### config.mk
export PLATFORM = sky130hd
export DESIGN_NAME = sctp_lookup
export DESIGN_NICKNAME = d
export VERILOG_FILES = /design/src/rtl/core/sctp_pkg.sv /design/src/rtl/core/sctp_lookup.sv
export SDC_FILE = /design/constraint.sdc
export NUM_CORES = 1
export LEC_CHECK = 0
export ABC_AREA = 1
export BUFFER_PORTS_ARGS = -buffer_cell sky130_fd_sc_hd__clkbuf_2
export CORE_AREA = 5 5 147 149
export DETAILED_ROUTE_END_ITERATION = 10
export DIE_AREA = 0 0 152 154
export PLACE_DENSITY = 0.66
export SLEW_MARGIN = 15
export SYNTH_ARGS = -nofsm -noshare
export SYNTH_HDL_FRONTEND = slang
export SYNTH_SLANG_ARGS = --single-unit
### constraint.sdc
create_clock -name vclk -period 2.35
set_input_delay 0.3525 -clock vclk [all_inputs]
set_output_delay 0.3525 -clock vclk [all_outputs]
set_load 0.01 [all_outputs]
### src/rtl/core/sctp_pkg.sv
package sctp_pkg;

    localparam int NUM_SETS   = 128;
    localparam int NUM_WAYS   = 8;
    localparam int LINE_BYTES = 32;

    localparam int ADDR_W   = 32;
    localparam int OFFSET_W = $clog2(LINE_BYTES);
    localparam int INDEX_W  = $clog2(NUM_SETS);
    localparam int TAG_W    = ADDR_W - OFFSET_W - INDEX_W;
    localparam int WAY_W    = $clog2(NUM_WAYS);
    localparam int PLRU_W   = NUM_WAYS - 1;
    localparam int ID_W     = 3;
    localparam int ACT_W    = 3;
    localparam int BUS_W    = 2;

    // action codes
    localparam logic [ACT_W-1:0] ACT_CPU_READ  = 3'd0;
    localparam logic [ACT_W-1:0] ACT_CPU_WRITE = 3'd1;
    localparam logic [ACT_W-1:0] ACT_BUS_READ  = 3'd2;
    localparam logic [ACT_W-1:0] ACT_BUS_WRITE = 3'd3;
    localparam logic [ACT_W-1:0] ACT_BUS_RDX   = 3'd4;

    // bus request codes
    localparam logic [BUS_W-1:0] BUS_NONE  = 2'd0;
    localparam logic [BUS_W-1:0] BUS_READ  = 2'd1;
    localparam logic [BUS_W-1:0] BUS_WRITE = 2'd2;
    localparam logic [BUS_W-1:0] BUS_RDX   = 2'd3;

    // tree plru: bit 6 root, bit 5 left pair node, bit 4 right pair node, bits 3..0 leaves
    localparam logic [PLRU_W-1:0] TOUCH_SET_W0 = 7'b1101000;
    localparam logic [PLRU_W-1:0] TOUCH_KEEP_W1 = 7'b0010111;
    localparam logic [PLRU_W-1:0] TOUCH_SET_W1 = 7'b1100000;
    localparam logic [PLRU_W-1:0] TOUCH_KEEP_W23 = 7'b0011011;
    localparam logic [PLRU_W-1:0] TOUCH_SET_W2 = 7'b1000100;
    localparam logic [PLRU_W-1:0] TOUCH_KEEP_W45 = 7'b0101101;
    localparam logic [PLRU_W-1:0] TOUCH_SET_W4 = 7'b0010010;
    localparam logic [PLRU_W-1:0] TOUCH_KEEP_W67 = 7'b0101110;
    localparam logic [PLRU_W-1:0] TOUCH_SET_W3 = 7'b1000000;
    localparam logic [PLRU_W-1:0] TOUCH_SET_W5 = 7'b0010000;
    localparam logic [PLRU_W-1:0] TOUCH_SET_W6 = 7'b0000001;

    typedef struct packed {
        logic [NUM_WAYS-1:0][TAG_W-1:0] tags;
        logic [NUM_WAYS-1:0]            valid;
        logic [PLRU_W-1:0]              plru;
    } set_row_t;

    typedef struct packed {
        logic              hit;
        logic [WAY_W-1:0]  way;
        logic [BUS_W-1:0]  bus_request;
        logic              evicted;
        logic              invalidated;
    } result_t;

    function automatic logic [PLRU_W-1:0] plru_touch(input logic [PLRU_W-1:0] w,
                                                     input logic [WAY_W-1:0] way);
        logic [PLRU_W-1:0] r;
        case (way)
            3'd0:    r = w | TOUCH_SET_W0;
            3'd1:    r = (w & TOUCH_KEEP_W1) | TOUCH_SET_W1;
            3'd2:    r = (w & TOUCH_KEEP_W23) | TOUCH_SET_W2;
            3'd3:    r = (w & TOUCH_KEEP_W23) | TOUCH_SET_W3;
            3'd4:    r = (w & TOUCH_KEEP_W45) | TOUCH_SET_W4;
            3'd5:    r = (w & TOUCH_KEEP_W45) | TOUCH_SET_W5;
            3'd6:    r = (w & TOUCH_KEEP_W67) | TOUCH_SET_W6;
            default: r = w & TOUCH_KEEP_W67;
        endcase
        return r;
    endfunction

    function automatic logic [WAY_W-1:0] plru_victim(input logic [PLRU_W-1:0] w);
        logic [WAY_W-1:0] v;
        if (!w[6])
        begin
            if (!w[5])
                v = w[3] ? 3'd1 : 3'd0;
            else
                v = w[2] ? 3'd3 : 3'd2;
        end
        else
        begin
            if (!w[4])
                v = w[1] ? 3'd5 : 3'd4;
            else
                v = w[0] ? 3'd7 : 3'd6;
        end
        return v;
    endfunction

endpackage

### src/rtl/core/sctp_lookup.sv
module sctp_lookup
    import sctp_pkg::*;
(
    input  logic [ACT_W-1:0] action,
    input  logic [TAG_W-1:0] tag,
    input  logic [ID_W-1:0]  requester_id,
    input  logic [ID_W-1:0]  own_id,
    input  set_row_t         row,
    output set_row_t         new_row,
    output logic             row_we,
    output result_t          result
);

    logic [NUM_WAYS-1:0] match;
    logic                any_match;
    logic [WAY_W-1:0]    hit_way;
    logic                any_invalid;
    logic [WAY_W-1:0]    free_way;
    logic [WAY_W-1:0]    use_way;
    logic                is_cpu;
    logic                is_snoop;

    always_comb
    begin
        match    = '0;
        hit_way  = '0;
        free_way = '0;
        for (int i = 0; i < NUM_WAYS; i++)
        begin
            match[i] = row.valid[i] && (row.tags[i] == tag);
        end
        // highest matching way wins
        for (int i = 0; i < NUM_WAYS; i++)
        begin
            if (match[i])
                hit_way = WAY_W'(i);
        end
        // lowest invalid way
        for (int i = NUM_WAYS - 1; i >= 0; i--)
        begin
            if (!row.valid[i])
                free_way = WAY_W'(i);
        end
    end

    assign any_match   = |match;
    assign any_invalid = ~&row.valid;
    assign is_cpu      = action inside {ACT_CPU_READ, ACT_CPU_WRITE};
    assign is_snoop    = (action inside {ACT_BUS_READ, ACT_BUS_WRITE, ACT_BUS_RDX}) &&
                         (requester_id != own_id);
    assign use_way     = any_match ? hit_way : (any_invalid ? free_way : plru_victim(row.plru));

    always_comb
    begin
        new_row = row;
        row_we  = 1'b0;
        result  = '0;
        if (is_cpu)
        begin
            row_we         = 1'b1;
            result.hit     = any_match;
            result.way     = use_way;
            new_row.plru   = plru_touch(row.plru, use_way);
            if (any_match)
            begin
                result.bus_request = (action == ACT_CPU_WRITE) ? BUS_WRITE : BUS_NONE;
            end
            else
            begin
                result.bus_request     = (action == ACT_CPU_WRITE) ? BUS_RDX : BUS_READ;
                result.evicted         = !any_invalid;
                new_row.tags[use_way]  = tag;
                new_row.valid[use_way] = 1'b1;
            end
        end
        else if (is_snoop)
        begin
            result.hit = any_match;
            result.way = hit_way;
            if (action != ACT_BUS_READ)
            begin
                row_we             = 1'b1;
                new_row.valid      = row.valid & ~match;
                result.invalidated = any_match;
            end
        end
    end

endmodule

# Word-level counts from Yosys, hierarchy flattened
# Index checks and enable logic that the tools add are counted.
dict set report word_totals {
  ff_bits 0
  in_bits 204
  output_inout_bits 184
  word_cells 90
}
dict set report op_classes {
  magnitude_cmp 2
  eq_ne 20
  mux 49
  bitwise 3
  reduce_logical 16
}
# op n
set ops {}
lappend ops {{168-bit two-way mux} 1}
lappend ops {{160-bit bitwise mux} 1}
lappend ops {{20-bit equality test} 8}
lappend ops {{160-bit two-way mux} 1}
lappend ops {{20-bit demux with 3-bit select} 1}
lappend ops {{7-bit case mux with 7 select lines} 1}
lappend ops {{3-bit two-way mux} 16}
lappend ops {{8-bit two-way mux} 3}
lappend ops {{20-bit two-way mux} 1}
lappend ops {{2-bit two-way mux} 7}
lappend ops {{1-bit two-way mux} 13}
lappend ops {{3-bit by 2-bit equality test with 1-bit output, second input constant} 4}
lappend ops {{3-bit equality test, second input constant} 4}
lappend ops {{1-bit logical AND} 10}
lappend ops {{8-bit AND} 1}
lappend ops {{4-bit two-way mux} 2}
lappend ops {{8-bit NOT} 1}
lappend ops {{8-bit OR} 1}
lappend ops {{8-bit AND reduction} 1}
lappend ops {{8-bit OR reduction} 1}
lappend ops {{7-bit two-way mux} 1}
lappend ops {{3-bit by 1-bit equality test with 1-bit output, second input constant} 2}
lappend ops {{3-bit zero test} 2}
lappend ops {{3-bit by 4-bit less-than comparator with 1-bit output, second input constant} 1}
lappend ops {{other kinds (6)} 6}

# Depth between registers and ports, before layout
# Gate-level depths: netlist (run 1).
dict set report logic_depth {
  ltp_word 17
  ltp_mapped 20
  depth_no_buf 18
}

# Least setup slack after synthesis (run 1)
# OpenSTA, ideal clock, no wires.
dict set report synth_timing {
  kind {input -> output}
  start {input port tag[9]}
  end {output port new_row[13] (netlist name)}
  arrival_time_ns 2.177
  path_slack_ns -0.179
  path_stages 18
  cell_sequence {buf_4 > inv_2 > buf_6 > nand2_1 > nand2_1 > nor2_1 > nand2_1 > nor2_1 > nand4_1 > nand2_2 > nor2_4 > nand2_2 > nor2_1 > nand3_2 > nor2_2 > buf_4 > nor2_1 > nor2_1}
}
# element line
set synth_rtl {}
lappend synth_rtl {{from (decl)} sctp_lookup.sv:5} ;# input logic [TAG_W-1:0] tag,
lappend synth_rtl {{to (decl)} sctp_lookup.sv:9} ;# output set_row_t new_row,

==> results of run 1 <==
cell type report:
| cell class | instances | area [sq um] | share of cell area |
|---|---|---|---|
| Multi-Input combinational cell | 901 | 5657 | 0.5176 |
| Timing Repair Buffer | 601 | 4322 | 0.3955 |
| Inverter | 137 | 593.1 | 0.05427 |
| Tap cell | 270 | 337.8 | 0.03091 |
| Timing Repair inverter | 2 | 16.27 | 0.001488 |
| Antenna cell | 1 | 2.502 | 0.0002290 |
placed cells by master (no fill, tap or decap), types with 8 or more instances in the layout:
cell type and count:
clkbuf_8 15, inv_2 13, a21oi_1 10, nand2_1 369, or2_1 8, o21bai_1 19
o21ai_2 68, buf_2 32, inv_4 13, clkbuf_16 8, buf_12 22, nor2_1 60
nand4_1 9, buf_4 169, xor2_1 49, nand2_4 14, nor2_2 21, nand2_2 83
o21ai_4 37, clkbuf_2 317, nor2_4 18, o21ai_1 40, nand3_1 23, inv_1 104
buf_6 33, xnor2_1 27
worst paths after layout:
| kind | from | endpoint | slack, ns | cells after the start |
|---|---|---|---|---|
| max | tag[7] | new_row[162] | -0.61 | 18 |
| min | row[16] | new_row[16] | 1.03 | 4 |
where the power goes:
| part | switching, mW | leakage (nW) | internal (mW) |
|---|---|---|---|
| Sequential | 0 | 0 | 0 |
| Combinational | 1.05 | 6.17 | 0.881 |
| Clock | 0 | 0.00000634 | 0.0000000570 |
tightest hold or removal path, cell delays in order:
cell and delay, ns:
clkbuf_2 0.09, nand2_1 0.05, o21ai_1 0.05, clkbuf_2 0.12
cells by family (layout without fill, tap and decap cells):
logic type / count (synthesis) / count (layout) / synth area share
simple gates: 624 / 624 / 0.4722
buf+inv: 204 / 740 / 0.1908
compound gates: 193 / 193 / 0.2024
mux: 1 / 1 / 0.001828
other cells: 0 / 1 / 0
xor+xnor: 83 / 83 / 0.1327
repair_timing:
| item | CTS | global route |
|---|---|---|
| gates cloned | 4 | 3 |
| hold endpoints to repair | 0 | 0 |
| setup endpoints to repair | 182 | 182 |
| buffers inserted | 17 | 5 |
| pin swaps | 40 | 21 |
| gates resized for setup | 162 | 147 |
layer usage:
layer	global-route usage	part of all wire	vias up
li1	-	-	4496
met1	0.3020	0.40	4070
met2	0.4600	0.50	395
met3	0.03598	0.062	57
met4	0.08219	0.038	0
met5	0	0	-
==> impl_results.md, run 1 <==
* Total Power at a little under 2 mW
* DR DRC count at 0
* Detailed-router iteration count before antenna repair at 5
* Syn Nets at about 1300
* Initial Util at 0.2733
* CP dominant cell by count: nand2_4
* Die Area at about 0.023 sq mm
* Final core utilization at 0.5453
* Via count at approximately 9000
* Port Buffers at between 300 and 400
* Fin crit share at 1.258
* CP arrival at roughly 2.6 ns
* Overall Global Routing Usage at 0.2516
* Final instance area at about 0.011 sq mm
* Final Max Slew Viols at 0
* First-pass GRT wire length at ~48 mm
* Io pins at 388
* Required time of the critical path at approximately 2.0 ns
* Final hold vios at 0
* VDD IR max at 86.33 uV
* Final nets at approximately 1800
* P_leak at slightly above 6 nW
* Max-cap violations at 0
* DR vias/cell at between 4 and 5
* Status: finished with violations
* Placed cell count at approximately 1900
* Power per standard cell area at 176.8 mW/mm^2
* Failing checks: setup timing
* GRT overflow at 0
* Hold Path Class: in2out
* Final setup TNS at -94.28 ns
* CLK BUF at 0
* Achievable Freq at 0.3382 GHz
* Hold_ws at a little over 1 ns
* Setup crit end kind: output port
* Die H at approximately 150 um
* CP Cell Sequence: clkbuf_16 > buf_8 > buf_6 > xnor2_2 > nand4_1 > nor2_4 > nand4_4 > nand2_4 > nor2_8 > nand2_4 > nand2_4 > buf_12 > nor2_4 > nand2_4 > buf_12 > nand2_1 > o21ai_2 > clkbuf_2
* Top cells by count, synth: 450 x nand2_1, 119 x o21ai_1, 118 x inv_1
* WS Path Type: in2out
* Vias in the first global route at between 8000 and 9000
* Std-Cell Rows at 52
* Cell taking the most area after synthesis: nand2_1
* Tmin final at slightly below 3 ns
* Syn Area/Cell at between 4 and 5 sq um
* Setup Viol. Count Final at between 150 and 200
* Slowest cell delay on critical path at ~0.20 ns
* CP Launch Type: input pin
* Post-detail-place hpwl at between 20 and 30 mm
* Number of flip-flops and latches at 0
* Drt initial violations at approximately 400
* PnR worst setup slack at -0.6067 ns
* Warnings from Yosys at 0
* Core ar. at 0.02004 sq mm
* Area Overhead vs Synth at 99.54%
* Post-place setup slack at -0.8798 ns
* Crit-path slowest cell: nor2_4
* Hold Buf Count CTS at 0
* Share of layout cells above drive strength 1 at 0.5527
* Worst path bufs/invs at 6
* WL per Instance at ~17 um
* Most common cell in the netlist: nand2_1
* Die W at roughly 150 um
* Remaining antenna violation count at 0
* Largest cells by area after synthesis: nand2_1 31%, o21ai_1 11%, xor2_1 8.2%
* RSZ-0062 raised after global routing: yes
* Pin count of the biggest net entering global routing at 31
* Sequential fraction of the synthesis area at 0
* Max-slew headroom at the worst pin at 0.5741
* GP Congestion at about 0.97
* Filler Cells Inserted at just under 2000
* Synthesized cell area at 0.005477 sq mm
* DRT Wirelength at between 30 and 40 mm
* Placed Area at ~0.0097 sq mm
* Initial antenna violation count at 1
* Critical path's top delay family: simple AND/OR/NAND/NOR gates
* Count of cell types in the netlist at 34
* Final Non-Filler Cells at 1912
* Gate Count Post-Synth at 1105
* Crit Path Max Fanout at 20
* Storage cell area at 0 sq um
* Tightest Pin Transition at between 0.6 and 0.7 ns
* Synth top area share at 0.3084
No activity file was read; power rests on OpenSTA's default activity.
==> run 2, diff against run 1 <==
Settings changed: SETUP_SLACK_MARGIN from default to 0.3.
==> run 2 against run 1 <==
The run still ends with setup timing left. Largest cell class unchanged. Critical path depth is 2 higher. Worst hold slack worse by 0.0037 ns. Fmax is 5.4% lower. Clock-buffer cell count stayed put. Die area stayed put. Power is 17% higher. Via count is 9.3% higher. First-iteration DRC count is 22% higher. Critical endpoint is now new_row[145]. Final cell count is 4.2% higher.
==> impl_results.md, run 2 (same netlist as run 1, synthesis figures left out) <==
* Hold Buf Count CTS at 0 (unchanged)
* First-pass GRT wire length at 50.91 mm (was 47.97 mm)
* Die Area at 0.02341 sq mm (unchanged)
* DR DRC count at 0 (unchanged)
* GRT overflow at 0 (unchanged)
* Core ar. at 0.02004 sq mm (unchanged)
* Power per standard cell area at 175.6 mW/mm^2 (was 176.8 mW/mm^2)
* Placed Area at 0.009834 sq mm (was 0.009684 sq mm)
* Leading cell types in the layout, fill and taps excluded: 320 x nand2_1, 241 x clkbuf_2, 209 x buf_4 (was 369 x nand2_1, 317 x clkbuf_2, 169 x buf_4)
* Number of flip-flops and latches at 0 (unchanged)
* Port Buffers at 388 (unchanged)
* Tmin final at 3.127 ns (was 2.957 ns)
* WL per Instance at 19.41 um (was 17.21 um)
* Min-delay src: row[169] (was row[16])
* RSZ-0062 raised after global routing: yes (unchanged)
* Setup Viol. Count Final at 182 (was 180)
* Pin count of the biggest net entering global routing at 24 (was 31)
* Detailed-router iteration count before antenna repair at 7 (was 5)
* Std-Cell Rows at 52 (unchanged)
* Area Overhead vs Synth at 134.2% (was 99.54%)
* Initial Util at 0.2733 (unchanged)
* Leading cell type in the layout, fill and taps excluded: nand2_1 (unchanged)
* Achievable Freq at 0.3198 GHz (was 0.3382 GHz)
* Drt initial violations at 491 (was 402)
* WS Path Type: in2out (unchanged)
* Failing checks: setup timing (unchanged)
* Vias in the first global route at 9381 (was 8789)
* DRT Wirelength at 38.69 mm (was 32.90 mm)
* Filler Cells Inserted at 1674 (was 1964)
* Via count at 9854 (was 9018)
* Final hold vios at 0 (unchanged)
* Final Max Slew Viols at 0 (unchanged)
* Fin crit share at 1.331 (was 1.258)
* Hold Path Class: in2out (unchanged)
* Required time of the critical path at 2.00 ns (about the same)
* CP Launch Type: input pin (unchanged)
* Hold path endpoint: new_row[169] (was new_row[16])
* CP arrival at 2.77 ns (was 2.60 ns)
* Storage cell area at 0 sq um (unchanged)
* Overall Global Routing Usage at 0.2682 (was 0.2516)
* Share of layout cells above drive strength 1 at 0.6225 (was 0.5527)
* VDD IR max at 92.69 uV (was 86.33 uV)
* Hold Path Depth at 4 (unchanged)
* Io pins at 388 (unchanged)
* GP Congestion at 0.9583 (was 0.9688)
* Crit Path Max Fanout at 11 (was 20)
* Max-slew headroom at the worst pin at 0.6534 (was 0.5741)
* Die H at 154 um (unchanged)
* Final nets at 1928 (was 1847)
* PnR worst setup slack at -0.7770 ns (was -0.6067 ns)
* Final setup TNS at -121.86 ns (was -94.28 ns)
* Max-cap violations at 0 (unchanged)
* Tightest Pin Transition at 0.5194 ns (was 0.6321 ns)
* Total Power at 2.253 mW (was 1.932 mW)
* Final instance area at 0.01283 sq mm (was 0.01093 sq mm)
* P_leak at 6.887 nW (was 6.169 nW)
* Initial antenna violation count at 1 (unchanged)
* DR vias/cell at 4.944 (was 4.717)
* Critical Path Source: tag[10] (was tag[7])
* Setup crit end kind: output port (unchanged)
* Die W at 152 um (unchanged)
* CLK BUF at 0 (unchanged)
* Status: finished with violations (unchanged)
* Post-place setup slack at -0.9155 ns (was -0.8798 ns)
* Post-detail-place hpwl at 26.86 mm (was 26.70 mm)
* Remaining antenna violation count at 0 (unchanged)
==> run 2: changes by cell type in the layout (fill, tap and decap cells not counted), sizes merged <==
| cell | delta |
|---|---|
| clkinvlp | -1 |
| clkinv | +2 |
| buf | +161 |
| clkbuf | -79 |
| inv | -2 |
==> run 2: how the worst max path moves through the flow <==
stage                         endpoint  slack (ns)
final                     new_row[145]       -0.78
after global routing      new_row[145]       -0.89
after CTS                  new_row[51]       -0.66
after detailed placement   new_row[70]       -0.92
after global placement     new_row[70]       -0.87
after floorplan            new_row[86]       -0.12
==> run 2: power breakdown <==
| part | switching, mW | internal (mW) | total [mW] |
|---|---|---|---|
| combinational | 1.19 | 1.06 | 2.25 |
| clock | 0 | 0.0000000572 | 0.0000000572 |
| sequential | 0 | 0 | 0 |
| total | 1.19 | 1.06 | 2.25 |
==> run 2: layer usage <==
metal,global-route usage,part of all wire,vias to the layer above
li1,-,-,4652
met3,0.03991,0.073,132
met5,0,0.00052,-
met2,0.4975,0.49,560
met1,0.3104,0.38,4508
met4,0.1006,0.058,2
==> run 2: area by class of cell <==
type | instances | area, sq um | share of cell area
repair buffers | 683 | 5537 | 0.4316
diodes | 1 | 2.502 | 0.0001951
repair inverters | 1 | 6.256 | 0.0004877
inverters | 137 | 595.6 | 0.04643
multi-input cells | 901 | 6350 | 0.4950
well taps | 270 | 337.8 | 0.02633
==> run 2: repair_timing <==
action	4_1_cts	5_1_grt
hold endpoints to repair	0	0
cloned	8	15
resized for setup	171	448
setup buffers	34	21
endpoints found under the setup margin	182	182
pin swaps	28	61
==> run 2: per-stage QoR <==
step	cells	hold slack [ns]	utilization
floorplan	1105	0.8122	-
global placement	1914	1.028	0.4908
detailed placement	1914	1.031	0.4908
CTS	1956	1.032	0.5520
global route	1993	1.045	0.6402
finish	1993	1.022	0.6402
==> run 2: critical path: stages <==
cell	delay, ns
clkbuf_16	0.14
buf_8	0.12
xor2_1	0.15
nor2_1	0.06
nand2_1	0.09
nor2_1	0.05
buf_4	0.14
nand4_1	0.14
nand2_4	0.10
nor2_8	0.23
nand2_4	0.08
buf_4	0.15
nor2_4	0.14
nand3_4	0.15
nor2_4	0.16
buf_8	0.16
nand2_1	0.09
nand2_1	0.08
inv_1	0.04
clkbuf_2	0.12
==> run 3, diff against run 2 <==
Settings changed: GPL_TIMING_DRIVEN from default to 0, REMOVE_ABC_BUFFERS from default to 1, SKIP_LAST_GASP from default to 1.
==> run 3 against run 2 <==
The run still ends with setup timing left. Wire length grew 3.3%. Fmax down 0.21%. Via count is 5.8% lower. Die area unchanged. Global-route usage grew 1.2 points. Flip-flop and latch count is the same. Critical endpoint is now new_row[154]. Largest cell class unchanged.
==> impl_results.md, run 3 (same netlist as run 1, synthesis figures left out) <==
* Drt initial violations at 725 (was 491)
* CLK BUF at 0 (unchanged)
* PnR worst setup slack at -0.7835 ns (was -0.7770 ns)
* Tmin final at 3.133 ns (was 3.127 ns)
* Die H at 154 um (unchanged)
* Final instance area at 0.009656 sq mm (was 0.01283 sq mm)
* Hold Path Class: in2out (unchanged)
* Placed Area at 0.007266 sq mm (was 0.009834 sq mm)
* WL per Instance at 22.04 um (was 19.41 um)
* Filler Cells Inserted at 2091 (was 1674)
* Final Max Slew Viols at 0 (unchanged)
* Port Buffers at 388 (unchanged)
* DR DRC count at 0 (unchanged)
* Die W at 152 um (unchanged)
* DR vias/cell at 5.122 (was 4.944)
* Final Non-Filler Cells at 1813 (was 1993)
* Setup crit end kind: output port (unchanged)
* Vias in the first global route at 8461 (was 9381)
* First-pass GRT wire length at 51.12 mm (was 50.91 mm)
* Achievable Freq at 0.3191 GHz (was 0.3198 GHz)
* Post-place setup slack at -2.243 ns (was -0.9155 ns)
* Overall Global Routing Usage at 0.2803 (was 0.2682)
* Pin count of the biggest net entering global routing at 42 (was 24)
* Remaining antenna violation count at 0 (unchanged)
* DRT Wirelength at 39.97 mm (was 38.69 mm)
* Crit Path Max Fanout at 9 (was 11)
* Max-cap violations at 0 (unchanged)
* Final hold vios at 0 (unchanged)
* Die Area at 0.02341 sq mm (unchanged)
* Final setup TNS at -124.13 ns (was -121.86 ns)
* Storage cell area at 0 sq um (unchanged)
* Required time of the critical path at 2.00 ns (about the same)
* Setup Viol. Count Final at 182 (unchanged)
* Number of flip-flops and latches at 0 (unchanged)
* Post-detail-place hpwl at 22.54 mm (was 26.86 mm)
* Share of layout cells above drive strength 1 at 0.4375 (was 0.6225)
* Via count at 9287 (was 9854)
* Leading cell type in the layout, fill and taps excluded: nand2_1 (unchanged)
* Power per standard cell area at 185.7 mW/mm^2 (was 175.6 mW/mm^2)
* CP arrival at 2.78 ns (was 2.77 ns)
* Tightest Pin Transition at 0.6837 ns (was 0.5194 ns)
* ANT cells at 0 (was 1)
* RSZ-0062 raised after global routing: yes (unchanged)
* Initial antenna violation count at 1 (unchanged)
* Area of the multi-input gates at 0.005483 sq mm (was 0.006350 sq mm)
* Status: finished with violations (unchanged)
* Io pins at 388 (unchanged)
* Max-slew headroom at the worst pin at 0.5425 (was 0.6534)
* WS Path Type: in2out (unchanged)
* P_leak at 5.375 nW (was 6.887 nW)
* GRT overflow at 0 (unchanged)
* Fin crit share at 1.333 (was 1.331)
* Final nets at 1749 (was 1928)
* Core ar. at 0.02004 sq mm (unchanged)
* Leading cell types in the layout, fill and taps excluded: 415 x nand2_1, 345 x clkbuf_2, 110 x inv_1 (was 320 x nand2_1, 241 x clkbuf_2, 209 x buf_4)
* VDD IR max at 85.44 uV (was 92.69 uV)
* Hold Buf Count CTS at 0 (unchanged)
* Initial Util at 0.2733 (unchanged)
* Placed cell count at 1697 (was 1914)
* CP Launch Type: input pin (unchanged)
* Detailed-router iteration count before antenna repair at 6 (was 7)
* Std-Cell Rows at 52 (unchanged)
* Failing checks: setup timing (unchanged)
* GP Congestion at 0.9048 (was 0.9583)
* Area Overhead vs Synth at 76.31% (was 134.2%)
-- run 3: area by class of cell --
class	count	share of cell area
timing repair inverter	3	0.002203
tap	270	0.03499
multi-input combinational	927	0.5678
timing repair buffer	476	0.3256
inverter	137	0.06933
-- run 3: worst max-delay path: stages --
cell,delay [ns]
clkbuf_8,0.15
xor2_1,0.17
nor2_1,0.11
nand2_1,0.11
nor2_1,0.29
nand4_1,0.15
nand2_1,0.15
nor2_4,0.09
nand3_4,0.10
nand3_4,0.11
buf_12,0.17
buf_8,0.13
buf_6,0.12
nor2_4,0.10
buf_8,0.16
nand2_1,0.06
nand2_1,0.06
inv_1,0.05
clkbuf_2,0.12
-- run 3: where the power goes --
group	switching (mW)	internal (mW)
clock	0	0
combinational	1.07	0.725
sequential	0	0
-- run 3: final timing paths --
check | from | endpoint | slack [ns] | cells after the start
worst max-delay path | tag[7] | new_row[154] | -0.78 | 19
worst min-delay path | row[166] | new_row[166] | 1.03 | 4
-- run 3: stage by stage --
step / hold slack, ns / power (mW) / util
2_1_floorplan: 0.8197 / 0.6930 / -
3_5_place_dp: 1.028 / 1.343 / 0.3626
6_report: 1.026 / 1.793 / 0.4818
3_3_place_gp: 1.027 / 1.325 / 0.3611
4_1_cts: 1.031 / 1.583 / 0.4298
5_1_grt: 1.043 / 1.927 / 0.4818
-- run 3: metal layers --
metal	GRT usage	up-vias	routed length (um)
met3	0.05143	160	3866
met4	0.1010	2	2283
li1	-	4329	-
met1	0.3338	4154	15000
met2	0.5025	642	18810
met5	0	-	13
-- run 3: repair_timing --
| action | in CTS | in global routing |
|---|---|---|
| endpoints found under the setup margin | 182 | 182 |
| pin swaps | 41 | 32 |
| buffers inserted | 51 | 34 |
| cloned | 16 | 15 |
| resized for setup | 152 | 171 |
